`config.mk`:
```
export PLATFORM = sky130hd
export DESIGN_NAME = rank_count_sorter
export DESIGN_NICKNAME = d
export VERILOG_FILES = /design/src/rtl/rcs_pkg.sv /design/src/rtl/rcs_rank_engine.sv /design/src/rtl/rcs_result_store.sv /design/src/rtl/rank_count_sorter.sv
export SDC_FILE = /design/constraint.sdc
export NUM_CORES = 1
export LEC_CHECK = 0
export ABC_AREA = 1
export BUFFER_PORTS_ARGS = -buffer_cell sky130_fd_sc_hd__buf_2
export CAP_MARGIN = 10
export CORE_MARGIN = 10
export CORE_UTILIZATION = 35
export CTS_CLUSTER_SIZE = 28
export DETAILED_ROUTE_END_ITERATION = 7
export GPL_ROUTABILITY_DRIVEN = 0
export PLACE_DENSITY = 0.52
export SETUP_SLACK_MARGIN = 0.3
export SLEW_MARGIN = 20
export SYNTH_ARGS = -nofsm -noshare
export SYNTH_HDL_FRONTEND = slang
export SYNTH_SLANG_ARGS = --single-unit
```
`constraint.sdc`:
```
create_clock -name i_clk -period 7.18 [get_ports i_clk]
set_clock_uncertainty 0.2 [all_clocks]
set_input_delay 0.718 -clock i_clk [delete_from_list [all_inputs] [get_ports i_clk]]
set_output_delay 0.718 -clock i_clk [all_outputs]
set_load 0.05 [all_outputs]
```
`src/rtl/rcs_pkg.sv`:
```
`timescale 1ns / 1ps
// rcs_pkg: shared types and fixed field widths for the rank count sorter
package rcs_pkg;

    localparam int VAL_W     = 16;
    localparam int IDX_OUT_W = 4;
    localparam int CNT_OUT_W = 5;

    typedef enum logic [2:0] {
        ST_LOAD = 3'b001,
        ST_SCAN = 3'b010,
        ST_EMIT = 3'b100
    } t_state;

    // sequencer commands to the scan engine and the result store
    typedef struct packed {
        logic scan_start;
        logic emit_en;
    } t_seq_ctl;

endpackage

```
`src/rtl/rcs_rank_engine.sv`:
```
`timescale 1ns / 1ps
// rcs_rank_engine: value memory and the shared compare pipeline that builds rank counts
module rcs_rank_engine #(
    parameter int MAX_ITEMS = 16
) (
    input  logic                              i_clk,
    input  logic                              i_rst_n,
    input  rcs_pkg::t_seq_ctl                 i_ctl,
    input  logic [$clog2(MAX_ITEMS+1)-1:0]    i_n,
    input  logic                              i_load_we,
    input  logic [$clog2(MAX_ITEMS)-1:0]      i_load_addr,
    input  logic [rcs_pkg::VAL_W-1:0]         i_load_data,
    output logic                              o_wr_valid,
    output logic [$clog2(MAX_ITEMS)-1:0]      o_wr_addr,
    output logic [rcs_pkg::VAL_W-1:0]         o_wr_value,
    output logic [$clog2(MAX_ITEMS)-1:0]      o_wr_idx,
    output logic [$clog2(MAX_ITEMS+1)-1:0]    o_wr_cnt,
    output logic [$clog2(MAX_ITEMS)-1:0]      o_peak_idx,
    output logic [rcs_pkg::VAL_W-1:0]         o_peak_value,
    output logic                              o_done
);
    import rcs_pkg::*;

    localparam int IW = $clog2(MAX_ITEMS);
    localparam int CW = $clog2(MAX_ITEMS + 1);

    logic [VAL_W-1:0] r_mem [MAX_ITEMS];
    logic [VAL_W-1:0] r_da;
    logic [VAL_W-1:0] r_db;

    logic          r_run;
    logic [IW-1:0] r_i;
    logic [IW-1:0] r_j;
    logic          r_s_valid;
    logic [IW-1:0] r_s_i;
    logic [IW-1:0] r_s_j;
    logic          r_s_last;
    logic [CW-1:0] r_cnt;
    logic [CW-1:0] r_pos;
    logic [CW-1:0] r_peak_cnt;
    logic [IW-1:0] r_peak_idx;
    logic [VAL_W-1:0] r_peak_val;

    logic [IW-1:0] last;
    logic          ge;
    logic          b_first;
    logic [CW-1:0] cnt_tot;
    logic [CW-1:0] pos_tot;
    logic          row_end;

    always_ff @(posedge i_clk) begin
        if (i_load_we) begin
            r_mem[i_load_addr] <= i_load_data;
        end
        r_da <= r_mem[r_i];
        r_db <= r_mem[r_j];
    end

    always_comb begin
        last    = IW'(i_n - CW'(1));
        ge      = $signed(r_da) >= $signed(r_db);
        // b sorts ahead of a: smaller, or equal with a lower load position
        b_first = ($signed(r_db) < $signed(r_da)) || ((r_da == r_db) && (r_s_j < r_s_i));
        cnt_tot = ((r_s_j == '0) ? '0 : r_cnt) + CW'(ge);
        pos_tot = ((r_s_j == '0) ? '0 : r_pos) + CW'(b_first);
        row_end = r_s_valid && r_s_last;
    end

    always_ff @(posedge i_clk) begin
        if (!i_rst_n) begin
            r_run     <= 1'b0;
            r_s_valid <= 1'b0;
            r_i       <= '0;
            r_j       <= '0;
        end else begin
            r_s_valid <= r_run;
            r_s_i     <= r_i;
            r_s_j     <= r_j;
            r_s_last  <= (r_j == last);
            if (i_ctl.scan_start) begin
                r_run <= 1'b1;
                r_i   <= '0;
                r_j   <= '0;
            end else if (r_run) begin
                if (r_j == last) begin
                    r_j <= '0;
                    if (r_i == last) begin
                        r_run <= 1'b0;
                    end else begin
                        r_i <= r_i + IW'(1);
                    end
                end else begin
                    r_j <= r_j + IW'(1);
                end
            end
        end
    end

    always_ff @(posedge i_clk) begin
        if (r_s_valid) begin
            r_cnt <= cnt_tot;
            r_pos <= pos_tot;
        end
        // first position with the greatest count wins
        if (row_end && ((r_s_i == '0) || (cnt_tot > r_peak_cnt))) begin
            r_peak_cnt <= cnt_tot;
            r_peak_idx <= r_s_i;
            r_peak_val <= r_da;
        end
    end

    assign o_wr_valid   = row_end;
    assign o_wr_addr    = pos_tot[IW-1:0];
    assign o_wr_value   = r_da;
    assign o_wr_idx     = r_s_i;
    assign o_wr_cnt     = cnt_tot;
    assign o_peak_idx   = r_peak_idx;
    assign o_peak_value = r_peak_val;
    assign o_done       = row_end && (r_s_i == last);

endmodule

```
`src/rtl/rcs_result_store.sv`:
```
`timescale 1ns / 1ps
// rcs_result_store: sorted record memory, read-out sequencing and output register
module rcs_result_store #(
    parameter int MAX_ITEMS = 16
) (
    input  logic                                  i_clk,
    input  logic                                  i_rst_n,
    input  rcs_pkg::t_seq_ctl                     i_ctl,
    input  logic [$clog2(MAX_ITEMS+1)-1:0]        i_n,
    input  logic                                  i_wr_valid,
    input  logic [$clog2(MAX_ITEMS)-1:0]          i_wr_addr,
    input  logic [rcs_pkg::VAL_W-1:0]             i_wr_value,
    input  logic [$clog2(MAX_ITEMS)-1:0]          i_wr_idx,
    input  logic [$clog2(MAX_ITEMS+1)-1:0]        i_wr_cnt,
    input  logic [$clog2(MAX_ITEMS)-1:0]          i_peak_idx,
    input  logic [rcs_pkg::VAL_W-1:0]             i_peak_value,
    output logic                                  o_done,
    output logic                                  o_valid,
    input  logic                                  i_stall,
    output logic signed [rcs_pkg::VAL_W-1:0]      o_sorted_value,
    output logic [rcs_pkg::IDX_OUT_W-1:0]         o_source_index,
    output logic [rcs_pkg::CNT_OUT_W-1:0]         o_rank_count,
    output logic [rcs_pkg::IDX_OUT_W-1:0]         o_peak_index,
    output logic signed [rcs_pkg::VAL_W-1:0]      o_peak_value,
    output logic                                  o_run_end
);
    import rcs_pkg::*;

    localparam int IW    = $clog2(MAX_ITEMS);
    localparam int CW    = $clog2(MAX_ITEMS + 1);
    localparam int REC_W = VAL_W + IW + CW;

    logic [REC_W-1:0] r_mem [MAX_ITEMS];
    logic [REC_W-1:0] r_rd;

    logic          r_pend;
    logic          r_pend_last;
    logic [IW-1:0] r_k;
    logic          r_out_valid;

    logic [IW-1:0] last;
    logic          issue;

    always_comb begin
        last  = IW'(i_n - CW'(1));
        // read only when the output register is free by the time the data lands
        issue = i_ctl.emit_en && !r_pend && (!r_out_valid || !i_stall);
    end

    always_ff @(posedge i_clk) begin
        if (i_wr_valid) begin
            r_mem[i_wr_addr] <= {i_wr_value, i_wr_idx, i_wr_cnt};
        end
        r_rd <= r_mem[r_k];
    end

    always_ff @(posedge i_clk) begin
        if (!i_rst_n) begin
            r_pend      <= 1'b0;
            r_out_valid <= 1'b0;
            r_k         <= '0;
        end else begin
            if (issue) begin
                r_pend      <= 1'b1;
                r_pend_last <= (r_k == last);
                r_k         <= (r_k == last) ? '0 : r_k + IW'(1);
            end else begin
                r_pend <= 1'b0;
            end
            if (r_pend) begin
                r_out_valid <= 1'b1;
            end else if (r_out_valid && !i_stall) begin
                r_out_valid <= 1'b0;
            end
        end
    end

    always_ff @(posedge i_clk) begin
        if (r_pend) begin
            o_sorted_value <= r_rd[REC_W-1 -: VAL_W];
            o_source_index <= IDX_OUT_W'(r_rd[CW +: IW]);
            o_rank_count   <= CNT_OUT_W'(r_rd[CW-1:0]);
            o_peak_index   <= IDX_OUT_W'(i_peak_idx);
            o_peak_value   <= i_peak_value;
            o_run_end      <= r_pend_last;
        end
    end

    assign o_valid = r_out_valid;
    assign o_done  = issue && (r_k == last);

endmodule

```
`src/rtl/rank_count_sorter.sv`:
```
`timescale 1ns / 1ps
// rank_count_sorter: top level, load sequencer tying the scan engine to the result store
// loading: one item per cycle while the input is not stalled, no result until the item that closes the set
// after the closing item: all n*n pairs scanned through one comparator on two value ports
// read-out: results from the sorted record memory, each fetch issued only after the last one landed, slower under stall
// input stalls from the closing item until the last record is fetched from the result memory
// reset clears sequencer and handshake state; the stores keep stale contents
module rank_count_sorter #(
    parameter int MAX_ITEMS = 16
) (
    input  logic                                  i_clk,
    input  logic                                  i_rst_n,
    input  logic                                  i_valid,
    output logic                                  o_stall,
    input  logic signed [rcs_pkg::VAL_W-1:0]      i_sample_value,
    input  logic                                  i_final_item,
    output logic                                  o_valid,
    input  logic                                  i_stall,
    output logic signed [rcs_pkg::VAL_W-1:0]      o_sorted_value,
    output logic [rcs_pkg::IDX_OUT_W-1:0]         o_source_index,
    output logic [rcs_pkg::CNT_OUT_W-1:0]         o_rank_count,
    output logic [rcs_pkg::IDX_OUT_W-1:0]         o_peak_index,
    output logic signed [rcs_pkg::VAL_W-1:0]      o_peak_value,
    output logic                                  o_run_end
);
    import rcs_pkg::*;

    localparam int IW = $clog2(MAX_ITEMS);
    localparam int CW = $clog2(MAX_ITEMS + 1);

    t_state        r_state;
    t_state        n_state;
    logic [CW-1:0] r_n;
    logic [CW-1:0] n_n;

    t_seq_ctl      ctl;
    logic          accept;
    logic          load_we;
    logic          scan_done;
    logic          emit_done;

    logic             wr_valid;
    logic [IW-1:0]    wr_addr;
    logic [VAL_W-1:0] wr_value;
    logic [IW-1:0]    wr_idx;
    logic [CW-1:0]    wr_cnt;
    logic [IW-1:0]    peak_idx;
    logic [VAL_W-1:0] peak_value;

    assign o_stall = (r_state != ST_LOAD);
    assign accept  = i_valid && !o_stall;
    assign load_we = accept && (r_n < CW'(MAX_ITEMS));

    always_comb begin
        n_state        = r_state;
        n_n            = r_n;
        ctl.scan_start = 1'b0;
        ctl.emit_en    = 1'b0;
        unique case (r_state)
            ST_LOAD: begin
                if (load_we) begin
                    n_n = r_n + CW'(1);
                end
                if (accept && i_final_item) begin
                    ctl.scan_start = 1'b1;
                    n_state        = ST_SCAN;
                end
            end
            ST_SCAN: begin
                if (scan_done) begin
                    n_state = ST_EMIT;
                end
            end
            ST_EMIT: begin
                ctl.emit_en = 1'b1;
                if (emit_done) begin
                    n_n     = '0;
                    n_state = ST_LOAD;
                end
            end
            default: begin
                n_state = ST_LOAD;
            end
        endcase
    end

    always_ff @(posedge i_clk) begin
        if (!i_rst_n) begin
            r_state <= ST_LOAD;
            r_n     <= '0;
        end else begin
            r_state <= n_state;
            r_n     <= n_n;
        end
    end

    rcs_rank_engine #(
        .MAX_ITEMS (MAX_ITEMS)
    ) u_engine (
        .i_clk        (i_clk),
        .i_rst_n      (i_rst_n),
        .i_ctl        (ctl),
        .i_n          (r_n),
        .i_load_we    (load_we),
        .i_load_addr  (r_n[IW-1:0]),
        .i_load_data  (i_sample_value),
        .o_wr_valid   (wr_valid),
        .o_wr_addr    (wr_addr),
        .o_wr_value   (wr_value),
        .o_wr_idx     (wr_idx),
        .o_wr_cnt     (wr_cnt),
        .o_peak_idx   (peak_idx),
        .o_peak_value (peak_value),
        .o_done       (scan_done)
    );

    rcs_result_store #(
        .MAX_ITEMS (MAX_ITEMS)
    ) u_results (
        .i_clk          (i_clk),
        .i_rst_n        (i_rst_n),
        .i_ctl          (ctl),
        .i_n            (r_n),
        .i_wr_valid     (wr_valid),
        .i_wr_addr      (wr_addr),
        .i_wr_value     (wr_value),
        .i_wr_idx       (wr_idx),
        .i_wr_cnt       (wr_cnt),
        .i_peak_idx     (peak_idx),
        .i_peak_value   (peak_value),
        .o_done         (emit_done),
        .o_valid        (o_valid),
        .i_stall        (i_stall),
        .o_sorted_value (o_sorted_value),
        .o_source_index (o_source_index),
        .o_rank_count   (o_rank_count),
        .o_peak_index   (o_peak_index),
        .o_peak_value   (o_peak_value),
        .o_run_end      (o_run_end)
    );

endmodule

```
==> flow_summary.json <==
{
  "status": "complete, no violations",
  "initial_core_util": 0.352,
  "ys_ff_latch": 827,
  "grt_max_degree": 149,
  "crit_path_start_kind": "flop",
  "avgViaCountPerCell": 5.43,
  "dieWidth_microns": 332,
  "post-route-period-util": 0.712,
  "syn_nets": 2770,
  "insertion_delay_ns": 0.65,
  "cts_max_path_buffers": 3,
  "area_growth_pct": 14.3,
  "yosysTopAreaCell": "edfxtp_1",
  "clk_pin_slew_ns": 0.06,
  "worstPathMaxFanout": 19,
  "fin_util": 0.403,
  "yosys.area.top_type_share": 0.658,
  "max_stage_delay_ns": 0.75,
  "p_sw_uw": 2370,
  "htree_num_levels": 3,
  "drv_slew": 0,
  "finalHoldViolations": 0,
  "ant_nets": 0,
  "hold_path.class": "primary input to flop",
  "grt_pass1_wl_mm": 142,
  "hold_buffers": 0,
  "p_leak_uw": 0.0130,
  "synth_warnings": 0,
  "pre_cts_ws_ns": 1.72,
  "max_freq_mhz": 196,
  "cts_tree": "yes",
  "finalWirelength_mm": 95.5,
  "grt_usage": 0.168,
  "ys_seq_area_frac": 0.706,
  "syn-instance-count": 2713,
  "cts_resized": 0,
  "setup_viol": 0,
  "p_clk_frac": 0.435,
  "die_height_microns": 332,
  "synth-main-ff-cell": "edfxtp_1",
  "rsz0062_at_grt": "no",
  "power_density_mw_per_mm2": 271,
  "critical_path_buf_inv_count": 4,
  "die-area_sq_mm": 0.110,
  "tightest_slew_ns": 1.17,
  "antenna_found_initial": 12,
  "place_hpwl_mm": 53.0,
  "syn_avg_cell_area_sq_um": 12.5,
  "arrival_ns": 5.26,
  "slew_headroom": 0.219,
  "post_cts_buffers": 0,
  "cts_made_buffers": 89,
  "ys_types": 43,
  "drt-initial-drc-count": 2111,
  "synth_edf_count": 746,
  "critPathKind": "flop to flop",
  "timing.final.ws_setup_ns": 2.07,
  "synthTopCellsByArea": "edfxtp_1 (66%), o21ai_0 (5.1%), dfxtp_1 (4.8%), nor2_1 (3.6%), nand2_1 (2.6%)",
  "wl_per_cell_microns": 23.3,
  "fin_hold_ws_ns": 0.135,
  "syn_area_sq_mm": 0.0340,
  "ios": 69,
  "routed-via-count": 22300,
  "crit_chain": "inv_1 > ha_1 > inv_1 > nor2_1 > o21ai_0 > a21boi_0 > o21bai_1 > nand2_1 > nand2_1 > nand3b_1 > ha_1 > ha_1 > xor2_1 > inv_1 > ha_1 > a21oi_1 > o21ai_0 > o22ai_1 > a21oi_4 > buf_4",
  "place_inst": 3929,
  "synth.most_common_cell": "edfxtp_1",
  "layout.cells.non_filler": 4097,
  "synthArstFlopShare": 0,
  "clock_sinks": 827,
  "p_int_uw": 8160,
  "dr.pass1.iters": 7,
  "worst_path_max_delay_cell": "dfxtp_1",
  "coreArea_sq_mm": 0.0966,
  "switching_share": 0.225,
  "grt_pass1_vias": 22300,
  "max-cap-violations": 0,
  "rows": 114,
  "fillers": 8945,
  "drc": 0,
  "fin_nets": 2804,
  "end_kind": "flop",
  "synth_commonest_cells": "edfxtp_1 (746), o21ai_0 (348), nor2_1 (322), nand2_1 (238), a21oi_1 (154)",
  "crit_family": "compound AO/OA/AOI/OAI gates",
  "p_comb_frac": 0.047,
  "crit_top_cell": "ha_1",
  "grt_overflow": 0,
  "drive_above_1_share": 0.115,
  "port_buffers": 68,
  "cp.required_ns": 7.32,
  "min_period_ns": 5.11,
  "cts_root_buf": "clkbuf_16",
  "tns_ns": 0,
  "seq_power_share": 0.518,
  "ir_worst_vdd_mv": 0.190
}
## power groups by stage
stage	clock, uW	combinational (uW)	sequential, uW
CTS	4680	493	5460
detailed placement	0	491	5560
global route	4870	553	5460
global placement	0	478	5550
finish	4580	494	5450
floorplan	0	307	5510
## final cells by class
cell class / count / area [sq um] / share of cell area
Multi-Input combinational cell: 1558 / 8850 / 0.228
Clock inverter: 33 / 427 / 0.0110
Antenna cell: 2 / 5.00 / 0.000129
Tap cell: 1276 / 1600 / 0.0411
Clock buffer: 130 / 2540 / 0.0653
Inverter: 152 / 574 / 0.0148
Sequential cell: 827 / 24000 / 0.618
Timing Repair Buffer: 119 / 851 / 0.0219
## cells by family (layout without fill, tap and decap cells)
family,count (synthesis),in the layout,synth area share
xor+xnor,10,10,0.00279
simple gates,692,692,0.0846
mux,69,69,0.0203
other cells,0,2,0
buf+inv,328,434,0.0401
flops,827,827,0.706
compound gates,751,751,0.133
fa+ha+maj,36,36,0.0132
## layer usage
metal | wire (microns) | global-route usage
met5 | 69 | 0
met4 | 3040 | 0.0620
met3 | 6190 | 0.0273
met2 | 45700 | 0.278
met1 | 40600 | 0.219
## stage by stage
step                      power [uW]  instance area [sq um]
after floorplan                 5820                  34000
after global placement          6030                  35700
after detailed placement        6050                  35800
after CTS                      10600                  38800
after global routing           10900                  38900
final                          10500                  38900
## cells in the final DEF, fill, tap and decap left out, types with 8 or more instances in the layout
| cell | n |
|---|---|
| clkbuf_1 | 25 |
| buf_4 | 42 |
| mux2i_1 | 69 |
| nor3_1 | 9 |
| xor2_1 | 9 |
| o211ai_1 | 77 |
| clkinv_1 | 8 |
| buf_2 | 68 |
| clkbuf_16 | 89 |
| o21ai_0 | 348 |
| o221ai_1 | 93 |
| nor2_4 | 22 |
| inv_1 | 142 |
| edfxtp_1 | 746 |
| dfxtp_1 | 72 |
| nand2_2 | 10 |
| a221oi_1 | 18 |
| o32ai_1 | 26 |
| o22ai_1 | 8 |
| nand4_1 | 13 |
| ha_1 | 36 |
| nor2_1 | 293 |
| o2111ai_1 | 11 |
| nand2_1 | 238 |
| o21ai_1 | 12 |
| nor2_2 | 9 |
| clkinv_2 | 12 |
| nand3_1 | 83 |
| a21oi_1 | 153 |
| clkbuf_8 | 16 |
## sequential cells by signal, summed over array words and instances (netlist names), 5 cells and up
register	count
r_n	5
u_engine.o_peak_value	16
u_engine.o_wr_value	16
u_engine.r_cnt	5
u_engine.r_db	16
u_engine.r_mem	256
u_engine.r_peak_cnt	5
u_results.o_peak_value	16
u_results.o_rank_count	5
u_results.o_sorted_value	16
u_results.r_mem	400
u_results.r_rd	25
## path summary, 6_finish.rpt
path	startpoint	to	slack (ns)	cells after the start
setup reg to reg	u_engine.o_wr_value[1]	u_engine.o_peak_value[4]	2.07	20
setup / recovery	u_engine.o_wr_value[1]	u_engine.o_peak_value[4]	2.07	20
hold / removal	i_stall	u_results.o_valid	0.14	3
hold reg to reg	u_results.r_rd[18]	u_results.o_sorted_value[9]	0.20	0
## worst register-to-register path, cell delays in order, from the launching register on
cell and delay [ns]:
dfxtp_1 0.75, inv_1 0.10, ha_1 0.31, inv_1 0.06
nor2_1 0.03, o21ai_0 0.12, a21boi_0 0.11, o21bai_1 0.16
nand2_1 0.07, nand2_1 0.08, nand3b_1 0.13, ha_1 0.23
ha_1 0.23, xor2_1 0.17, inv_1 0.24, ha_1 0.40
a21oi_1 0.07, o21ai_0 0.15, o22ai_1 0.13, a21oi_4 0.66
buf_4 0.37
Note: power is estimated with default switching activity, not from simulation.
